**src/hw/rtl/ntt_pkg.sv**
```systemverilog
`timescale 1ns / 1ps

package ntt_pkg;

	// Request kinds.
	localparam logic KIND_START = 1'b0;
	localparam logic KIND_CHECK = 1'b1;

	// Start outcomes.
	localparam logic [1:0] STATUS_CREATED   = 2'd0;
	localparam logic [1:0] STATUS_FULL      = 2'd1;
	localparam logic [1:0] STATUS_DUPLICATE = 2'd2;

	// Limit register width and reset value.
	localparam int unsigned LIMIT_BITS = 5;
	localparam logic [LIMIT_BITS-1:0] LIMIT_RESET = 5'd10;

	// Sequencer states.
	typedef enum logic [1:0] {
		ST_IDLE,
		ST_SCAN,
		ST_DRAIN,
		ST_FINISH
	} ntt_state_t;

endpackage

```
**src/hw/rtl/named_timer_table.sv**
```systemverilog
// Channel     | Signals                                         | Transaction
// ------------+-------------------------------------------------+---------------------------
// request     | start, busy, kind, timer_key, timer_duration,   | start high, busy low
//             | current_time_ns                                 |
// result      | result_valid, start_status, key_found,          | result_valid high, one cycle
//             | timer_elapsed, timer_expired                    |
// config      | cfg_valid, cfg_ready, cfg_data                  | cfg_valid and cfg_ready high
//
// A request keeps busy high while the scan reads each entry of the entry memory in turn,
// then while the last read is evaluated, and then while the block decides and writes back.
// The result strobe shows in the first cycle that busy is low, in which a new request may
// already be accepted. The single-port entry memory scan sets the busy time.
// Reset clears the live bits and sets the limit to 10; entry memory is not cleared.
// The receiver cannot stall; results are shown for exactly one cycle.
`timescale 1ns / 1ps

module named_timer_table
	import ntt_pkg::*;
#(
	parameter int unsigned TABLE_ENTRIES = 16,
	parameter int unsigned KEY_BITS      = 32
) (
	input  logic                  clk,
	input  logic                  arst_n,
	// Request channel.
	input  logic                  start,
	output logic                  busy,
	input  logic                  kind,
	input  logic [31:0]           timer_key,
	input  logic [63:0]           timer_duration,
	input  logic [63:0]           current_time_ns,
	// Result channel.
	output logic                  result_valid,
	output logic [1:0]            start_status,
	output logic                  key_found,
	output logic [63:0]           timer_elapsed,
	output logic                  timer_expired,
	// Configuration channel.
	input  logic                  cfg_valid,
	output logic                  cfg_ready,
	input  logic [LIMIT_BITS-1:0] cfg_data
);

	localparam int unsigned KW   = (KEY_BITS < 32) ? KEY_BITS : 32;
	localparam int unsigned IW   = (TABLE_ENTRIES > 1) ? $clog2(TABLE_ENTRIES) : 1;
	localparam int unsigned CW   = $clog2(TABLE_ENTRIES + 1);
	localparam int unsigned CMPW = (CW > LIMIT_BITS) ? CW : LIMIT_BITS;
	localparam int unsigned EW   = KW + 128;

	// Entry word layout: key, start time, duration.
	localparam int unsigned DUR_LSB = 0;
	localparam int unsigned ST_LSB  = 64;
	localparam int unsigned KEY_LSB = 128;

	ntt_state_t state_q, state_d;

	logic [LIMIT_BITS-1:0]    limit_q;
	logic [TABLE_ENTRIES-1:0] live_q;
	logic [EW-1:0]            entry_mem [TABLE_ENTRIES];

	// Latched request.
	logic          kind_q;
	logic [KW-1:0] key_q;
	logic [63:0]   dur_q;
	logic [63:0]   now_q;

	// Scan pipeline.
	logic [IW-1:0] rd_idx_q;
	logic          rd_en;
	logic          scan_last;
	logic [EW-1:0] rd_s1;
	logic [IW-1:0] idx_s1;
	logic          valid_s1;

	// Scan accumulators.
	logic [CW-1:0] live_cnt_q;
	logic          free_found_q;
	logic [IW-1:0] free_idx_q;
	logic          dup_q;
	logic          hit_q;
	logic [63:0]   hit_elapsed_q;
	logic          hit_expired_q;

	// Evaluation of one entry read.
	logic [KW-1:0] rd_key;
	logic [63:0]   rd_start;
	logic [63:0]   rd_dur;
	logic [63:0]   rd_elapsed;
	logic          rd_expired;
	logic          rd_live;
	logic          rd_match;
	logic          rd_alive;

	logic accept;
	logic is_full;
	logic create;

	assign accept    = start && !busy;
	assign cfg_ready = 1'b1;

	// Limit register.
	always_ff @(posedge clk or negedge arst_n) begin
		if (!arst_n) begin
			limit_q <= LIMIT_RESET;
		end else if (cfg_valid && cfg_ready) begin
			limit_q <= cfg_data;
		end
	end

	// State register.
	always_ff @(posedge clk or negedge arst_n) begin
		if (!arst_n) begin
			state_q <= ST_IDLE;
		end else begin
			state_q <= state_d;
		end
	end

	// Next state and sequencer outputs.
	always_comb begin
		state_d   = state_q;
		rd_en     = 1'b0;
		busy      = 1'b1;
		scan_last = (rd_idx_q == IW'(TABLE_ENTRIES - 1));
		case (state_q)
			ST_IDLE: begin
				busy = 1'b0;
				if (start) begin
					state_d = ST_SCAN;
				end
			end
			ST_SCAN: begin
				rd_en = 1'b1;
				if (scan_last) begin
					state_d = ST_DRAIN;
				end
			end
			ST_DRAIN: begin
				state_d = ST_FINISH;
			end
			ST_FINISH: begin
				state_d = ST_IDLE;
			end
			default: begin
				state_d = ST_IDLE;
			end
		endcase
	end

	// Request capture.
	always_ff @(posedge clk) begin
		if (accept) begin
			kind_q <= kind;
			key_q  <= timer_key[KW-1:0];
			dur_q  <= timer_duration;
			now_q  <= current_time_ns;
		end
	end

	// Read address counter and read valid flag.
	always_ff @(posedge clk or negedge arst_n) begin
		if (!arst_n) begin
			rd_idx_q <= '0;
			valid_s1 <= 1'b0;
		end else begin
			valid_s1 <= rd_en;
			if (accept) begin
				rd_idx_q <= '0;
			end else if (rd_en && !scan_last) begin
				rd_idx_q <= rd_idx_q + 1'b1;
			end
		end
	end

	// Decision at the end of the scan.
	assign is_full = (CMPW'(live_cnt_q) >= CMPW'(limit_q)) || !free_found_q;
	assign create  = (state_q == ST_FINISH) && (kind_q == KIND_START) && !is_full && !dup_q;

	// Entry memory: registered read during the scan, write of a new timer at the end.
	always_ff @(posedge clk) begin
		if (rd_en) begin
			rd_s1 <= entry_mem[rd_idx_q];
		end
		idx_s1 <= rd_idx_q;
		if (create) begin
			entry_mem[free_idx_q] <= {key_q, now_q, dur_q};
		end
	end

	// Evaluate the entry that came out of memory.
	assign rd_key     = rd_s1[KEY_LSB +: KW];
	assign rd_start   = rd_s1[ST_LSB +: 64];
	assign rd_dur     = rd_s1[DUR_LSB +: 64];
	assign rd_elapsed = now_q - rd_start;
	assign rd_expired = rd_elapsed > rd_dur;
	assign rd_live    = live_q[idx_s1];
	assign rd_match   = rd_live && (rd_key == key_q);
	assign rd_alive   = rd_live && !rd_expired;

	// Live bits and scan accumulators. Each entry is read once per scan, so the purge of
	// one entry never overlaps the read of the same entry.
	always_ff @(posedge clk or negedge arst_n) begin
		if (!arst_n) begin
			live_q        <= '0;
			live_cnt_q    <= '0;
			free_found_q  <= 1'b0;
			free_idx_q    <= '0;
			dup_q         <= 1'b0;
			hit_q         <= 1'b0;
			hit_elapsed_q <= '0;
			hit_expired_q <= 1'b0;
		end else if (accept) begin
			live_cnt_q   <= '0;
			free_found_q <= 1'b0;
			dup_q        <= 1'b0;
			hit_q        <= 1'b0;
		end else if (valid_s1) begin
			if (kind_q == KIND_START) begin
				if (rd_live && rd_expired) begin
					live_q[idx_s1] <= 1'b0;
				end
				if (rd_alive) begin
					live_cnt_q <= live_cnt_q + 1'b1;
					if (rd_key == key_q) begin
						dup_q <= 1'b1;
					end
				end else if (!free_found_q) begin
					free_found_q <= 1'b1;
					free_idx_q   <= idx_s1;
				end
			end else if (rd_match && !hit_q) begin
				hit_q         <= 1'b1;
				hit_elapsed_q <= rd_elapsed;
				hit_expired_q <= rd_expired;
			end
		end else if (create) begin
			live_q[free_idx_q] <= 1'b1;
		end
	end

	// Result strobe.
	always_ff @(posedge clk or negedge arst_n) begin
		if (!arst_n) begin
			result_valid <= 1'b0;
		end else begin
			result_valid <= (state_q == ST_FINISH);
		end
	end

	// Result payload.
	always_ff @(posedge clk) begin
		if (state_q == ST_FINISH) begin
			if (kind_q == KIND_START) begin
				if (is_full) begin
					start_status <= STATUS_FULL;
				end else if (dup_q) begin
					start_status <= STATUS_DUPLICATE;
				end else begin
					start_status <= STATUS_CREATED;
				end
				key_found     <= 1'b0;
				timer_elapsed <= '0;
				timer_expired <= 1'b0;
			end else begin
				start_status  <= STATUS_CREATED;
				key_found     <= hit_q;
				timer_elapsed <= hit_q ? hit_elapsed_q : 64'd0;
				timer_expired <= hit_q && hit_expired_q;
			end
		end
	end

endmodule

```
**config.mk**
```make
export PLATFORM = sky130hd
export DESIGN_NAME = named_timer_table
export DESIGN_NICKNAME = d
export VERILOG_FILES = /design/src/hw/rtl/ntt_pkg.sv /design/src/hw/rtl/named_timer_table.sv
export SDC_FILE = /design/constraint.sdc
export NUM_CORES = 2
export LEC_CHECK = 0
export BUFFER_PORTS_ARGS = -buffer_cell sky130_fd_sc_hd__buf_2
export CORE_UTILIZATION = 61
export CTS_CLUSTER_DIAMETER = 200
export CTS_CLUSTER_SIZE = 12
export DETAILED_ROUTE_END_ITERATION = 16
export PLACE_DENSITY = 0.78
export SETUP_SLACK_MARGIN = 0.1
export SYNTH_ARGS = -nofsm -noshare
export SYNTH_HDL_FRONTEND = slang
export SYNTH_SLANG_ARGS = --single-unit
```
**constraint.sdc**
```tcl
create_clock -name clk -period 13.3 [get_ports clk]
set_clock_uncertainty 0.1 [all_clocks]
set_input_delay 2.66 -clock clk [delete_from_list [all_inputs] [get_ports clk]]
set_output_delay 2.66 -clock clk [all_outputs]
set_load 0.05 [all_outputs]
```
Word level (Yosys, flattened, before mapping):

Memory sizes are Yosys's and may differ from the RTL's. A register that Yosys moved wholly into a read port is not among the register bits.
Index checks and enable logic that the tools add are counted.

* logic and storage cells: 126
* register bits: 339
* bits of input ports: 170
* memory bits (writable): 2560
* output and inout port bits: 71
* memories kept: 1

* $add $sub $neg: 3
* reduce and logical (&&, ||, !) cells: 37
* $lt $le $gt $ge: 6
* eq/ne operators: 11
* mux-type cells: 38
* bitwise operators: 7

Memories
* entry_mem: depth 16, width 160, read ports 1, clocked after Yosys merged registers in 1, write ports 1, RTL line named_timer_table.sv:59 `logic [EW-1:0] entry_mem [TABLE_ENTRIES];`

Operators with widths (number)
* 64-bit greater-than comparator: 1
* 16-bit 2-to-1 mux: 4
* 64-bit subtractor: 1
* 32-bit == test: 1
* 1-bit 2-to-1 mux: 21
* 5-bit 2-to-1 mux: 4
* 16-bit AND: 1
* 16-bit inverter: 1
* 16-bit OR: 1
* 2-bit nonzero test: 7
* 1-bit logical AND: 12
* 4-bit AND reduction: 3
* 4-bit by 5-bit < comparator with 1-bit output (second input constant): 2
* 3-bit AND reduction: 3
* 1-bit demux with 4-bit select: 2
* 4-bit by 1-bit >= comparator with 1-bit output (second input constant): 2
* 4-bit 2-to-1 mux: 2
* 2-bit one-hot mux with 4 select lines: 1
* 1-bit zero test: 6
* 2-bit 2-to-1 mux: 3
* 2-bit by 1-bit != test with 1-bit output (second input constant): 3
* 2-bit != test (second input constant): 3
* 5-bit by 1-bit adder with 5-bit output (second input constant): 1
* 5-bit >= comparator: 1
* 11 further kinds: 16

Longest topological paths before layout:

* depth after elaboration: 9
* depth in mapped cells: 25

Worst setup path before layout:

OpenSTA, ideal clock, no wires.

* kind: register -> register
* from: register state_q[0]
* to: memory entry_mem[11][0] (netlist bit), enable pin
* arrival: 9809 ps
* period minus slack after synthesis: 10593 ps
* library setup time: 684 ps
* slack: 2707 ps
* stages on the path, launching flop included: 6
* cells stage by stage: dfrtp_1 > ha_1 > nand2_1 > a2111oi_1 > nand3_1 > nor2_1

* cells in the longest elaborated chain, start to end: 6

Ends and longest elaborated chain
* start, declared: RTL line named_timer_table.sv:55 `ntt_state_t state_q, state_d;`
* start signal, assigned: RTL line named_timer_table.sv:115 `state_q <= state_d;`
* 2-bit == test: RTL line named_timer_table.sv:177 `assign create = (state_q == ST_FINISH) && (kind_q == KIND_START) && !is_full && !dup_q;`
* 1-bit logical AND (3 in a row): RTL line named_timer_table.sv:177
* 1-bit 2-to-1 mux: RTL line named_timer_table.sv:185 `if (create) begin`
* 1-bit 2-to-1 mux (implied by the code): RTL line named_timer_table.sv:186 `entry_mem[free_idx_q] <= {key_q, now_q, dur_q};`
* end, declared: RTL line named_timer_table.sv:59

No other way between the ends.

Final worst setup path:

* from: register now_q[0]
* to: register free_idx_q[2]

* cells in the longest elaborated chain, start to end: 6

Ends and longest elaborated chain
* start, declared: RTL line named_timer_table.sv:65 `logic [63:0] now_q;`
* start signal, assigned: RTL line named_timer_table.sv:156 `now_q <= current_time_ns;`
* 64-bit subtractor: RTL line named_timer_table.sv:194 `assign rd_elapsed = now_q - rd_start;`
* via rd_elapsed[60]: RTL line named_timer_table.sv:88 `logic [63:0] rd_elapsed;`
* 64-bit greater-than comparator: RTL line named_timer_table.sv:195 `assign rd_expired = rd_elapsed > rd_dur;`
* 1-bit zero test: RTL line named_timer_table.sv:198 `assign rd_alive = rd_live && !rd_expired;`
* 1-bit logical AND: RTL line named_timer_table.sv:198
* 1-bit inverter (no line)
* 5-bit AND reduction (no line)
* end signal, assigned: RTL line named_timer_table.sv:229 `free_idx_q <= idx_s1;`
* end, declared: RTL line named_timer_table.sv:78 `logic [IW-1:0] free_idx_q;`

The timed path passes the listed nets, and every way through them passes these cells.
A chain may end at the register's enable or synchronous reset.

==> parameters.txt <==
Parameter                              Value

Worst setup path
  Element type at the critical path end ... flop
  Crit path max fanout ... 24
  Kind of launch point of the worst setup path ... flop
  Crit path kind ... flop to flop
  Crit path largest cell delay ... about 0.62 ns
  Series of cell instances along the critical path ... inv_1 > ha_1 > inv_1 > fa_1 > a21o_1 > a221o_1 > a21oi_1 > and4b_1 > o211ai_1 > o311a_1 > a21boi_0 > or3_1 > and2_1 > ha_1 > nand2_1 > or4_4 > nor4_4 > and3_1 > o31a_1 > a211oi_1 > a21oi_4 > o2111ai_2 > mux2_1
  Data arrival time of the critical path ... 7.81 ns
  Data required time at the worst endpoint ... 14.01 ns
  Slowest CP cell ... sky130_fd_sc_hd__edfxtp_1

Power and ir drop
  P per Cell Area ... around 200 nW/µm²
  Max IR drop VDD ... roughly 0.00022 V
  Leakage ... 42.8 nW

Global route
  Number of global-route vias before repair ... 60400
  All-layer global routing usage ... 31.2%
  First-pass GRT wire length ... 432 mm
  Number of antenna violations at the first check in global routing ... 21
  Grt total ovfl ... 0
  Largest net degree at the start of global routing ... roughly 120

Synthesis
  Synth Flop Type ... sky130_fd_sc_hd__edfxtp_1
  Area leader, netlist ... sky130_fd_sc_hd__edfxtp_1
  Sequential fraction of the synthesis area ... between 70% and 80%
  Most repeated cell in the gate-level netlist after synthesis ... sky130_fd_sc_hd__edfxtp_1
  Biggest area contributors in the synthesized netlist ... sky130_fd_sc_hd__edfxtp_1 75%, sky130_fd_sc_hd__mux4_2 15%, sky130_fd_sc_hd__dfrtp_1 2.2%
  Leading post-synthesis cells by instance count ... 2949 x sky130_fd_sc_hd__edfxtp_1, 805 x sky130_fd_sc_hd__mux4_2, 185 x sky130_fd_sc_hd__clkbuf_1
  Mean instance size in the synthesized netlist ... 22.1 µm²
  Portion of synthesized cell area occupied by the leading cell type ... 74.6%
  Number of different library cells in the post-synthesis netlist ... around 80
  FF+latch count, synth ... approximately 3000
  Area of the mapped netlist ... ~120000 µm²
  Cells after synthesis ... 5361
  YS warnings ... 0
  Post-Syn Nets ... 5671
  Async set-or-reset flop fraction in the synthesized netlist ... 3.47%
  Number of flops mapped to enable cells by yosys ... 2949

Drt
  First-iteration detailed-routing DRC count ... a little under 8000
  Wire per inst ... 36.1 µm
  Via Count ... 58300
  Via-per-instance ratio ... 6.96
  Routed wire length ... 303 mm
  Number of design rule violations left after detail routing ... 0
  DR pass1 iterations ... 6
  Number of nets still failing antenna checks after routing ... 0

Clock tree
  Resized cells post-CTS ... 0
  Num CTS Buffers ... slightly above 300
  Sinks on the clock net ... approximately 3100
  Total of hold buffers inserted after clock tree synthesis ... 0
  Clock-pin slew on the worst setup and hold paths ... 0.06 ns
  Post-CTS Setup Bufs ... 0
  CTS H-tree lvls ... 5
  Clock latency reported for the late side of the worst-skew pair ... 0.94 ns
  Root Buffer ... sky130_fd_sc_hd__clkbuf_16
  Worst-case clock buffer depth ... 4
  TritonCTS clock tree ... done

Finish
  Final standard cell area without fillers ... approximately 130000 µm²
  Layout overhead on the synthesized area ... 10.6%
  Layout net count ... 6065
  Share of final-layout standard cells stronger than drive strength 1 ... 26.4%

Hold path
  Worst min-delay path category ... flop to flop

Timing
  Hold Vio Cnt, Final ... 0
  Unrepaired setup endpoints after global routing ... no
  Max_slew headroom ... 9.90%
  Tightest Pin Transition ... around 1.3 ns
  Crit path time final ... 7.10 ns
  Post-route fraction of the period consumed by the critical path ... between 50% and 60%
  Final setup fails ... 0
  Final number of max-transition violations ... 0
  Setup TNS ... 0 ns
  Maximum achievable frequency ... 0.141 GHz

Placed design
  Placer Congestion ... just over 0.9
  Placement-stage cell area ... between 100000 and 150000 µm²
  # port buffers ... 239
  Final HPWL DP ... 157 mm

Floorplanning
  Die boundary height ... around 440 µm
  Die width ... 443 µm
  Num rows ... 161
  Full die area ... 196000 µm²
  Starting density of the core ... about three fifths
  IO Pins ... 241
  Placeable core region ... 193000 µm²

Outcome
  Status ... finished clean

Run
  Max-cap viol count ... 0
==> layout by cell type, fill, tap and decap left out, types with 75 or more instances in the layout <==
master	instances
sky130_fd_sc_hd__buf_2	238
sky130_fd_sc_hd__a21oi_1	105
sky130_fd_sc_hd__clkbuf_16	312
sky130_fd_sc_hd__dfrtp_1	99
sky130_fd_sc_hd__clkbuf_1	78
sky130_fd_sc_hd__ha_1	137
sky130_fd_sc_hd__mux4_2	805
sky130_fd_sc_hd__edfxtp_1	2949
sky130_fd_sc_hd__nand2_1	158
sky130_fd_sc_hd__buf_4	78
sky130_fd_sc_hd__and3_1	75
sky130_fd_sc_hd__inv_1	172
==> sequential cells by signal, indices dropped and copies added (netlist names), 2 cells and up <==
signal,count
free_idx_q,4
hit_elapsed_q,64
rd_s1,160
key_q,32
idx_s1,4
state_q,2
rd_idx_q,4
live_q,16
timer_elapsed,64
limit_q,5
now_q,64
live_cnt_q,5
dur_q,64
start_status,2
entry_mem,2560
==> area by class of cell <==
type | instances | area [µm²]
diodes | 12 | 30.0
clock buffers | 390 | 8100
clock inverters | 2 | 25.0
fillers | 11200 | 61500
inverters | 174 | 661
multi-input cells | 1887 | 25900
flip-flops and latches | 3059 | 91300
well taps | 2526 | 3160
repair buffers | 329 | 2040
==> stage by stage <==
step	utilization, %	total power [mW]	setup slack [ns]	hold slack (ns)	std cells
3_5_place_dp	63.8	18.7	6.41	0.351	7975
4_1_cts	68.1	26.3	6.35	0.370	8367
5_1_grt	68.1	27.0	5.87	0.392	8376
6_report	68.1	26.2	6.20	0.373	8379
3_3_place_gp	63.8	18.6	6.54	0.349	7975
2_1_floorplan	-	16.7	2.71	0.245	5361
==> power breakdown <==
group | internal, mW | total (mW) | leakage [nW] | switching [mW]
logic | 2.79 | 6.47 | 10.7 | 3.68
clock network | 4.21 | 7.57 | 3.95 | 3.36
registers | 11.5 | 12.2 | 28.2 | 0.663
==> cell families (layout without fill, tap and decap cells) <==
| logic type | count (synthesis) | in the layout | share of synthesized area [%] |
|---|---|---|---|
| flops | 3059 | 3059 | 76.9 |
| mux | 852 | 852 | 15.7 |
| simple gates | 461 | 461 | 1.92 |
| buf+inv | 415 | 895 | 1.34 |
| compound gates | 338 | 338 | 1.88 |
| fa+ha+maj | 140 | 140 | 1.48 |
| xor+xnor | 95 | 95 | 0.701 |
| other cells | 1 | 13 | 0.00316 |
==> worst max-delay path, delay by kind of cell (launching register included) <==
kind                       cells  cell delay (ns)
AOI/OAI and AO/OA             10             2.59
muxes                          1             0.41
DFF                            1             0.62
and+or+nand+nor                7             2.17
buffers and inverters          2             0.20
adders and majority gates      3             0.88
==> layer usage <==
layer	vias to the layer above	global-route usage, %	wire length, µm
li1	23000	-	-
met1	30800	41.9	108000
met2	3885	50.5	150000
met3	699	5.96	30700
met4	12	14.2	14400
met5	-	0	68
==> worst paths after layout <==
check / startpoint / slack, ns / cells after the start / to
max reg2reg: now_q[0] / 6.20 / 23 / free_idx_q[2]
min: hit_elapsed_q[8] / 0.37 / 2 / hit_elapsed_q[8]
min reg2reg: hit_elapsed_q[8] / 0.37 / 2 / hit_elapsed_q[8]
min in group asynchronous: arst_n / 1.55 / 1 / hit_elapsed_q[39]
max in group asynchronous: arst_n / 9.82 / 3 / hit_elapsed_q[11]
max: now_q[0] / 6.20 / 23 / free_idx_q[2]
(Power assumes the default switching activity.)
